[src/hw/rtl/wbss_pkg.sv]
`default_nettype none
package wbss_pkg;

  localparam int MAX_PATTERN_DEF  = 32;
  localparam int ADDRESS_BITS_DEF = 48;

  localparam int PAT_SLOTS   = 32;  // byte slots held by the four pattern registers
  localparam int CFG_DATA_W  = 64;
  localparam int CFG_IDX_W   = 3;
  localparam int LEN_W       = 6;
  localparam int WILD_W      = 32;
  localparam int ADDR_FIELD_W = 48;

  typedef logic [7:0] byte_t;
  typedef logic [PAT_SLOTS*8-1:0] pat_flat_t;

  typedef enum logic [CFG_IDX_W-1:0] {
    CFG_PAT_LO   = 3'd0,
    CFG_PAT_MID  = 3'd1,
    CFG_PAT_HIGH = 3'd2,
    CFG_PAT_TOP  = 3'd3,
    CFG_WILD     = 3'd4,
    CFG_LEN      = 3'd5
  } cfg_idx_t;

  // what one window cell needs to judge its byte
  typedef struct packed {
    logic  pass;  // position unused or wildcard
    byte_t pat;
  } cell_ctl_t;

  function automatic byte_t pattern_at(input pat_flat_t flat, input logic [4:0] pos);
    pattern_at = flat[pos*8 +: 8];
  endfunction

endpackage
`default_nettype wire

[src/hw/rtl/wbss_cell.sv]
`default_nettype none
module wbss_cell
  import wbss_pkg::*;
(
  input  wire logic      clk,
  input  wire logic      shift_en,
  input  wire byte_t     byte_in,
  input  wire cell_ctl_t ctl,
  output byte_t          byte_r,
  output logic           hit
);

  byte_t byte_nxt;

  always_comb begin
    byte_nxt = shift_en ? byte_in : byte_r;
  end

  always_ff @(posedge clk) begin
    byte_r <= byte_nxt;
  end

  assign hit = ctl.pass | (byte_in == ctl.pat);

endmodule
`default_nettype wire

[src/hw/rtl/wildcard_byte_signature_scanner.sv]
// Channel | Dir | Fields                                           | Handshake
// in      | in  | data_byte, byte_address, region_first, scan_last | in_valid/in_ready
// out     | out | found, match_address                             | out_valid/out_ready
// cfg     | in  | cfg_index, cfg_wr_data                           | cfg_wr_en, no wait
//
// One byte beat per cycle while in_ready is high. The result of a beat is registered
// and shows on out in the cycle after it is accepted; every window cell compares in
// the same cycle, so the match over MAX_PATTERN bytes is one compare plus one AND tree.
// Reset (sync, rst_n low) clears config, fill count, the reported flag and out_valid.
// While a result waits with out_ready low, in_ready stays low.
`default_nettype none
module wildcard_byte_signature_scanner
  import wbss_pkg::*;
#(
  parameter int MAX_PATTERN  = MAX_PATTERN_DEF,
  parameter int ADDRESS_BITS = ADDRESS_BITS_DEF
) (
  input  wire logic                    clk,
  input  wire logic                    rst_n,

  input  wire logic                    in_valid,
  output logic                         in_ready,
  input  wire logic [7:0]              in_data_byte,
  input  wire logic [ADDR_FIELD_W-1:0] in_byte_address,
  input  wire logic                    in_region_first,
  input  wire logic                    in_scan_last,

  output logic                         out_valid,
  input  wire logic                    out_ready,
  output logic                         out_found,
  output logic [ADDR_FIELD_W-1:0]      out_match_address,

  input  wire logic                    cfg_wr_en,
  input  wire logic [CFG_IDX_W-1:0]    cfg_index,
  input  wire logic [CFG_DATA_W-1:0]   cfg_wr_data
);

  localparam int FW = (MAX_PATTERN > 1) ? $clog2(MAX_PATTERN) : 1;
  localparam logic [FW-1:0] FILL_MAX = FW'(MAX_PATTERN - 1);
  localparam logic [LEN_W-1:0] LEN_MAX = LEN_W'(MAX_PATTERN);
  localparam logic [63:0] AMASK = {64{1'b1}} >> (64 - ADDRESS_BITS);

  // configuration
  logic [CFG_DATA_W-1:0] pat_lo_r, pat_mid_r, pat_high_r, pat_top_r;
  logic [WILD_W-1:0]     wild_r;
  logic [LEN_W-1:0]      len_r;

  always_ff @(posedge clk) begin
    if (!rst_n) begin
      pat_lo_r   <= '0;
      pat_mid_r  <= '0;
      pat_high_r <= '0;
      pat_top_r  <= '0;
      wild_r     <= '0;
      len_r      <= '0;
    end else if (cfg_wr_en) begin
      case (cfg_index)
        CFG_PAT_LO:   pat_lo_r   <= cfg_wr_data;
        CFG_PAT_MID:  pat_mid_r  <= cfg_wr_data;
        CFG_PAT_HIGH: pat_high_r <= cfg_wr_data;
        CFG_PAT_TOP:  pat_top_r  <= cfg_wr_data;
        CFG_WILD:     wild_r     <= cfg_wr_data[WILD_W-1:0];
        CFG_LEN:      len_r      <= cfg_wr_data[LEN_W-1:0];
        default: ;
      endcase
    end
  end

  pat_flat_t pat_flat;
  assign pat_flat = {pat_top_r, pat_high_r, pat_mid_r, pat_lo_r};

  // scan control
  logic          in_fire, shift_en, match, emit;
  logic          reported_r, reported_nxt;
  logic [FW-1:0] fill_r, fill_nxt, fill_eff;
  logic          out_valid_r, out_valid_nxt;
  logic          found_r;
  logic [ADDR_FIELD_W-1:0] addr_r;

  // window: chain[a] is the byte of age a, chain[0] the current one
  byte_t                  chain [0:MAX_PATTERN];
  logic [MAX_PATTERN-1:0] hit;

  assign chain[0] = in_data_byte;

  for (genvar a = 0; a < MAX_PATTERN; a++) begin : g_cell
    logic [LEN_W-1:0] pos;
    cell_ctl_t        ctl;

    // pattern position that lines up with age a
    assign pos      = LEN_W'(len_r - LEN_W'(1) - LEN_W'(a));
    assign ctl.pass = (LEN_W'(a) >= len_r) | wild_r[pos[4:0]];
    assign ctl.pat  = pattern_at(pat_flat, pos[4:0]);

    wbss_cell u_cell (
      .clk      (clk),
      .shift_en (shift_en),
      .byte_in  (chain[a]),
      .ctl      (ctl),
      .byte_r   (chain[a+1]),
      .hit      (hit[a])
    );
  end

  logic             len_ok, fill_ok;
  logic [LEN_W-1:0] fill_cnt;
  logic [63:0]      start_addr;

  assign fill_eff = in_region_first ? '0 : fill_r;
  assign fill_cnt = LEN_W'(fill_eff) + LEN_W'(1);   // bytes in region incl. current
  assign len_ok   = (len_r != '0) && (len_r <= LEN_MAX);
  assign fill_ok  = fill_cnt >= len_r;
  assign match    = len_ok && fill_ok && (&hit);

  assign start_addr = (64'(in_byte_address) - 64'(len_r - LEN_W'(1))) & AMASK;

  assign in_ready = !out_valid_r || out_ready;
  assign in_fire  = in_valid && in_ready;
  assign shift_en = in_fire && !reported_r && !match;
  assign emit     = in_fire && !reported_r && (match || in_scan_last);

  always_comb begin
    fill_nxt     = fill_r;
    reported_nxt = reported_r;
    if (in_fire) begin
      if (!reported_r) begin
        if (match) begin
          fill_nxt     = fill_eff;
          reported_nxt = 1'b1;
        end else begin
          fill_nxt = (fill_eff < FILL_MAX) ? fill_eff + FW'(1) : fill_eff;
        end
      end
      if (in_scan_last) begin
        fill_nxt     = '0;
        reported_nxt = 1'b0;
      end
    end
  end

  always_comb begin
    out_valid_nxt = out_valid_r;
    if (emit) begin
      out_valid_nxt = 1'b1;
    end else if (out_ready) begin
      out_valid_nxt = 1'b0;
    end
  end

  always_ff @(posedge clk) begin
    if (!rst_n) begin
      fill_r      <= '0;
      reported_r  <= 1'b0;
      out_valid_r <= 1'b0;
    end else begin
      fill_r      <= fill_nxt;
      reported_r  <= reported_nxt;
      out_valid_r <= out_valid_nxt;
    end
  end

  always_ff @(posedge clk) begin
    if (emit) begin
      found_r <= match;
      addr_r  <= match ? start_addr[ADDR_FIELD_W-1:0] : '0;
    end
  end

  assign out_valid         = out_valid_r;
  assign out_found         = found_r;
  assign out_match_address = addr_r;

endmodule
`default_nettype wire

[config.mk]
export PLATFORM = sky130hd
export DESIGN_NAME = wildcard_byte_signature_scanner
export DESIGN_NICKNAME = d
export VERILOG_FILES = /design/src/hw/rtl/wbss_pkg.sv /design/src/hw/rtl/wbss_cell.sv /design/src/hw/rtl/wildcard_byte_signature_scanner.sv
export SDC_FILE = /design/constraint.sdc
export NUM_CORES = 2
export LEC_CHECK = 0
export BUFFER_PORTS_ARGS = -buffer_cell sky130_fd_sc_hd__buf_4
export CORE_MARGIN = 2
export CORE_UTILIZATION = 40
export CTS_BUF_LIST = sky130_fd_sc_hd__clkbuf_8
export CTS_CLUSTER_SIZE = 25
export DETAILED_ROUTE_END_ITERATION = 12
export PLACE_DENSITY = 0.61
export RECOVER_POWER = 50
export SLEW_MARGIN = 20
export SYNTH_ARGS = -nofsm -noshare
export SYNTH_HDL_FRONTEND = slang
export SYNTH_HIERARCHICAL = 1
export SYNTH_SLANG_ARGS = --single-unit
[constraint.sdc]
create_clock -name clk -period 32.3 [get_ports clk]
set_input_delay 4.845 -clock clk [delete_from_list [all_inputs] [get_ports clk]]
set_output_delay 4.845 -clock clk [all_outputs]
set_load 0.01 [all_outputs]
**Word-level counts from Yosys, hierarchy flattened**

Index checks and enable logic that the tools add are counted.

- Magnitude comparators: 67
- Bitwise operators: 64
- Reductions and logical operators: 23
- Equal/unequal tests: 38
- Shift-type cells: 32
- Add/subtract/negate cells: 36
- Muxes and demuxes: 74

Operators by type and width:

| cell | count |
|---|---|
| $shiftx A256 B9 Y8 | 32 |
| $eq A8 B8 Y1 | 32 |
| $lt A5 B6 Y1 const B | 32 |
| $bmux W1 S5 | 32 |
| $ge A5 B6 Y1 const A | 16 |
| $sub A5 B5 Y5 const B | 16 |
| $or A1 B1 Y1 | 64 |
| $ge A4 B6 Y1 const A | 8 |
| $sub A48 B7 Y48 | 1 |
| $sub A5 B4 Y5 const B | 8 |
| $mux W1 | 37 |
| $reduce_and A32 Y1 | 1 |
| $mux W5 | 5 |
| $ge A3 B6 Y1 const A | 4 |
| $sub A5 B3 Y5 const B | 4 |
| $reduce_and A2 Y1 | 7 |
| $ge A1 B6 Y1 const A | 2 |
| $ge A2 B6 Y1 const A | 2 |
| $sub A5 B1 Y5 const B | 2 |
| $sub A5 B2 Y5 const B | 2 |
| $logic_and A1 B1 Y1 | 7 |
| $sub A6 B1 Y7 const B | 1 |
| $add A5 B1 Y6 const B | 1 |
| $eq A3 B2 Y1 const B | 2 |
| 12 further kinds | 16 |

- Output and inout port bits: 51
- Input port bits: 130
- Flip-flop bits (word level): 598

**Depth between registers and ports, before layout**

- Depth in word-level cells: 11
- Mapped depth: 29

**By module**

The synthesis kept the hierarchy.

Modules (own cells, without submodules):

| module | sequential area each (sq um) | cells an instance | times used | area each (sq um) |
|---|---|---|---|---|
| wildcard_byte_signature_scanner | 7497.2 | 4042 | 1 | 32967.9 |
| wbss_cell | 240.2 | 19 | 32 | 330.3 |

**Worst setup path before layout**

No wires, ideal clock.

- Path type: in2reg
- From: in in_region_first
- To: reg g_cell[0].u_cell.byte_r[0] (enable)
- Arrival: 23.550 ns
- Library setup time: 1.186 ns
- Path slack: 7.563 ns
- Cell stages on the path: 10
- Required time: 31.114 ns
- Cell sequence: nor2b_1 > ha_1 > ha_1 > a21o_1 > a21o_1 > a21oi_1 > o21ai_0 > nand4_1 > inv_1 > nor3_1

- Word-level cells in the longest chain between the ends: 7

Ends and longest elaborated chain:

| what | RTL line | source |
|---|---|---|
| start, declared | wildcard_byte_signature_scanner.sv:25 | `input wire logic in_region_first,` |
| $mux W5 | wildcard_byte_signature_scanner.sv:109 | `assign fill_eff = in_region_first ? '0 : fill_r;` |
| $add A5 B1 Y6 | wildcard_byte_signature_scanner.sv:110 | `assign fill_cnt = LEN_W'(fill_eff) + LEN_W'(1);` |
| $ge A6 B6 Y1 | wildcard_byte_signature_scanner.sv:112 | `assign fill_ok = fill_cnt >= len_r;` |
| $logic_and A1 B1 Y1 (2 in a row) | wildcard_byte_signature_scanner.sv:113 | `assign match = len_ok && fill_ok && (&hit);` |
| via match | wildcard_byte_signature_scanner.sv:73 | `logic in_fire, shift_en, match, emit;` |
| $logic_not A1 Y1 | wildcard_byte_signature_scanner.sv:119 | `assign shift_en = in_fire && !reported_r && !match;` |
| $logic_and A1 B1 Y1 | wildcard_byte_signature_scanner.sv:119 |  |
| via shift_en | wildcard_byte_signature_scanner.sv:73 |  |
| end signal, assigned | wbss_cell.sv:20 | `byte_r <= byte_nxt;` |
| end, declared | wbss_cell.sv:9 | `output byte_t byte_r,` |

The timed path passes the listed nets, and every way through them passes these cells.
A chain may end at the register's enable or synchronous reset.

**Worst setup path in the final report**

- From: in rst_n
- To: reg pat_high_r[15]

RTL lines:

| what | RTL line | source |
|---|---|---|
| start, declared | wildcard_byte_signature_scanner.sv:19 | `input wire logic rst_n,` |
| end signal, assigned | wildcard_byte_signature_scanner.sv:60 | `CFG_PAT_HIGH: pat_high_r <= cfg_wr_data;` |
| end, declared | wildcard_byte_signature_scanner.sv:44 | `logic [CFG_DATA_W-1:0] pat_lo_r, pat_mid_r, pat_high_r, pat_top_r;` |

No word-level cell between the ends.

==> impl_summary.log <==
[metrics] CTS Hold Bufs: 0
[metrics] number of H-tree branching levels: 3
[metrics] Worst Setup Path Type: in -> reg
[metrics] HP Class: reg -> reg
[metrics] total clock buffers created by CTS: 109
[metrics] worst IR drop on VDD: around 0.000026 V
[metrics] Int Pwr: between 1 and 1.5 mW
[metrics] Total Negative Setup Slacks: 0 ns
[metrics] pin count of the biggest net entering global routing: approximately 180
[metrics] maximum frequency from static timing analysis: approximately 85 MHz
[metrics] cell with the most instances on the worst path: sky130_fd_sc_hd__clkbuf_1
[metrics] setup slack after layout: approximately 21 ns
[metrics] violated checks: max-capacitance violations, max-slew violations
[metrics] Setup crit start kind: input pin
[metrics] cell area power density: about 45 nW/um^2
[metrics] max-cap viol count: 6
[metrics] maximum buffer depth of the clock tree: 3
[metrics] CTS Root Buffer Type: sky130_fd_sc_hd__clkbuf_8
[metrics] clock latency on the worst-skew pair: 0.82 ns
[metrics] Synth Instances: about 4600
[metrics] global-route wire length before repair: ~230000 um
[metrics] final routed wire length divided by cell count: 26.9 um
[metrics] initial antenna violation count: 5
[metrics] run status: complete, but fails checks
[metrics] critical path capture point type: register
[metrics] net count reported at finish: a little under 5000
[metrics] standard cell with the maximum stage delay on the critical path: sky130_fd_sc_hd__clkbuf_1
[metrics] combinational fraction of design power: 0.235
[metrics] Placement Setup Slack: about 22 ns
[metrics] number of placed cells counting well taps: 5965
[metrics] total of buffers placed on input and output ports: between 150 and 200
[metrics] net switching power figure: a little over 0.7 mW
[metrics] required arrival time at the worst endpoint: between 30 and 40 ns
[metrics] number of hold violations in the final report: 0
[metrics] post-synthesis average cell area: approximately 9.3 sq um
[metrics] overflow left after global routing: 0
[metrics] ANT nets after route: 0
[metrics] number of standard cells in the layout, taps in and fillers out: 6174
[metrics] global-route usage over all layers: 0.288
[metrics] number of I/O pins: between 150 and 200
[metrics] netlist area before placement: 43300 sq um
[metrics] placed cell areas: roughly 46000 sq um
[metrics] Tightest Pin Transition: ~5.1 ns
[metrics] RSZ-0062 raised after global routing: false
[metrics] post-route core utilization: 0.446
[metrics] Rel. slew slack: -2.39
[metrics] starting density of the core: 0.404
[metrics] vias in the first global route: 32910
[metrics] Net Count, Synth: between 4000 and 5000
[metrics] number of vias per cell after detailed routing: just under 6
[metrics] P_leak: roughly 18 nW
[metrics] Die Outline Area: around 110000 sq um
[metrics] worst clock skew on the final layout: 0.0516 ns
[metrics] via count: between 30000 and 40000
[metrics] arrival time at the worst endpoint: about 12 ns
[metrics] sequence of cells on the critical path: clkbuf_1 -> clkbuf_1 -> buf_4 -> a21boi_0
[metrics] row count: between 100 and 150
[metrics] shortest period the worst path allows: 11.71 ns
[metrics] number of iterations in the first detailed-routing pass: 8
[metrics] clock tree sinks: about 600
[metrics] Setup Viol. Count Final: 0
[metrics] synthesis warning total: 6
[metrics] core outline area: 107000 sq um
[metrics] Chip Height: approximately 330 um
[metrics] power share of the clock group: 0.358
[metrics] Total Power: 2.16 mW
[metrics] Final Hold Slack: 0.463 ns
[metrics] Gates resized, CTS repair: 0
[metrics] number of max-slew violations in the final report: ~440
[metrics] total DRC errors in the routed layout: 0
[metrics] final weighted congestion in routability-driven placement: about 1.1
[metrics] portion of the clock cycle consumed by the worst path in the final layout: 0.363
[metrics] cell family with most CP delay: buffers and inverters
[metrics] longest individual stage delay on the worst path: around 3.5 ns
[metrics] Setup Buffers After CTS: 0
[metrics] hpwl dp: about 120000 um
[metrics] Critical path buffers and inverters: 3
[metrics] TritonCTS clock tree: done
[metrics] die boundary width: approximately 330 um
[metrics] sequential share of power: 0.407
[metrics] post-layout instance area: 47800 sq um
[metrics] Total Routed Length: between 150000 and 200000 um
[metrics] clock slew at the register clock pins of the worst setup and hold paths: ~0.070 ns
[metrics] DRT iter0 DRCs: 4137
[metrics] fraction of final layout cells with drive strength greater than 1: 0.140
[metrics] highest net fanout along the worst path: 118
[metrics] layout overhead on the synthesized area: 10.4%
[metrics] Sw Share: 0.333
## cells in the final DEF (no fill, tap or decap), types with 88 or more instances in the layout
| cell type | n |
|---|---|
| sky130_fd_sc_hd__clkbuf_8 | 126 |
| sky130_fd_sc_hd__o21ai_0 | 136 |
| sky130_fd_sc_hd__mux2i_1 | 729 |
| sky130_fd_sc_hd__inv_1 | 88 |
| sky130_fd_sc_hd__nor2_1 | 192 |
| sky130_fd_sc_hd__buf_4 | 187 |
| sky130_fd_sc_hd__edfxtp_1 | 297 |
| sky130_fd_sc_hd__a21oi_1 | 260 |
| sky130_fd_sc_hd__xor2_1 | 213 |
| sky130_fd_sc_hd__a211oi_1 | 89 |
| sky130_fd_sc_hd__a21boi_0 | 300 |
| sky130_fd_sc_hd__nand2_1 | 823 |
| sky130_fd_sc_hd__mux2_2 | 198 |
| sky130_fd_sc_hd__dfxtp_1 | 299 |
## worst paths after layout
kind / start / end / slack [ns] / cells after the start
setup reg to reg: len_r[1] / g_cell[0].u_cell/byte_r[5] / 22.57 / 20
hold reg to reg: g_cell[9].u_cell/byte_r[2] / g_cell[10].u_cell/byte_r[2] / 0.46 / 0
hold / removal: g_cell[9].u_cell/byte_r[2] / g_cell[10].u_cell/byte_r[2] / 0.46 / 0
setup / recovery: rst_n / pat_high_r[15] / 20.59 / 4
## worst reg2reg max path, stage by stage (launching register included)
cell,delay (ns)
sky130_fd_sc_hd__dfxtp_1,0.68
sky130_fd_sc_hd__inv_1,0.35
sky130_fd_sc_hd__ha_4,0.85
sky130_fd_sc_hd__buf_12,0.60
sky130_fd_sc_hd__buf_4,1.13
sky130_fd_sc_hd__mux2_2,0.46
sky130_fd_sc_hd__o21ai_0,0.59
sky130_fd_sc_hd__mux2i_1,0.22
sky130_fd_sc_hd__mux2i_1,0.52
sky130_fd_sc_hd__mux2i_1,0.23
sky130_fd_sc_hd__xor2_1,0.21
sky130_fd_sc_hd__nor4_1,0.50
sky130_fd_sc_hd__a41o_1,0.30
sky130_fd_sc_hd__nand4_1,0.12
sky130_fd_sc_hd__nor4_1,0.59
sky130_fd_sc_hd__nand4_1,0.17
sky130_fd_sc_hd__buf_4,0.31
sky130_fd_sc_hd__inv_1,0.35
sky130_fd_sc_hd__nor3_2,0.05
sky130_fd_sc_hd__buf_4,0.43
sky130_fd_sc_hd__buf_12,0.54
## power groups by stage
stage               combinational [mW]  sequential [mW]  clock (mW)
floorplan                        0.329            0.894           0
global placement                 0.492            0.890           0
CTS                              0.497            0.876       0.779
finish                           0.507            0.877       0.771
detailed placement               0.495            0.891           0
global route                     0.531            0.880       0.807
## metal layers
| layer | GRT usage | share of wire |
|---|---|---|
| met5 | 0 | 0 |
| met4 | 0.131 | 0.049 |
| met3 | 0.0698 | 0.11 |
| met2 | 0.420 | 0.42 |
| met1 | 0.401 | 0.43 |
## state kept, by name, indices dropped and copies added (netlist names), 5 cells and up
name,flops
pat_lo_r,64
wild_r,32
g_cell.u_cell/byte_r,248
pat_top_r,64
pat_high_r,64
fill_r,5
out_match_address,48
pat_mid_r,64
len_r,6
## layout make-up
class	instances	area [sq um]
tap	1403	1760
antenna	5	12.5
timing repair buffer	245	1650
multi-input combinational	3652	26900
inverter	67	259
clock inverter	78	520
clock buffer	126	1730
fill	10545	59400
sequential	598	14900
Note: power is estimated with default switching activity, not from simulation.
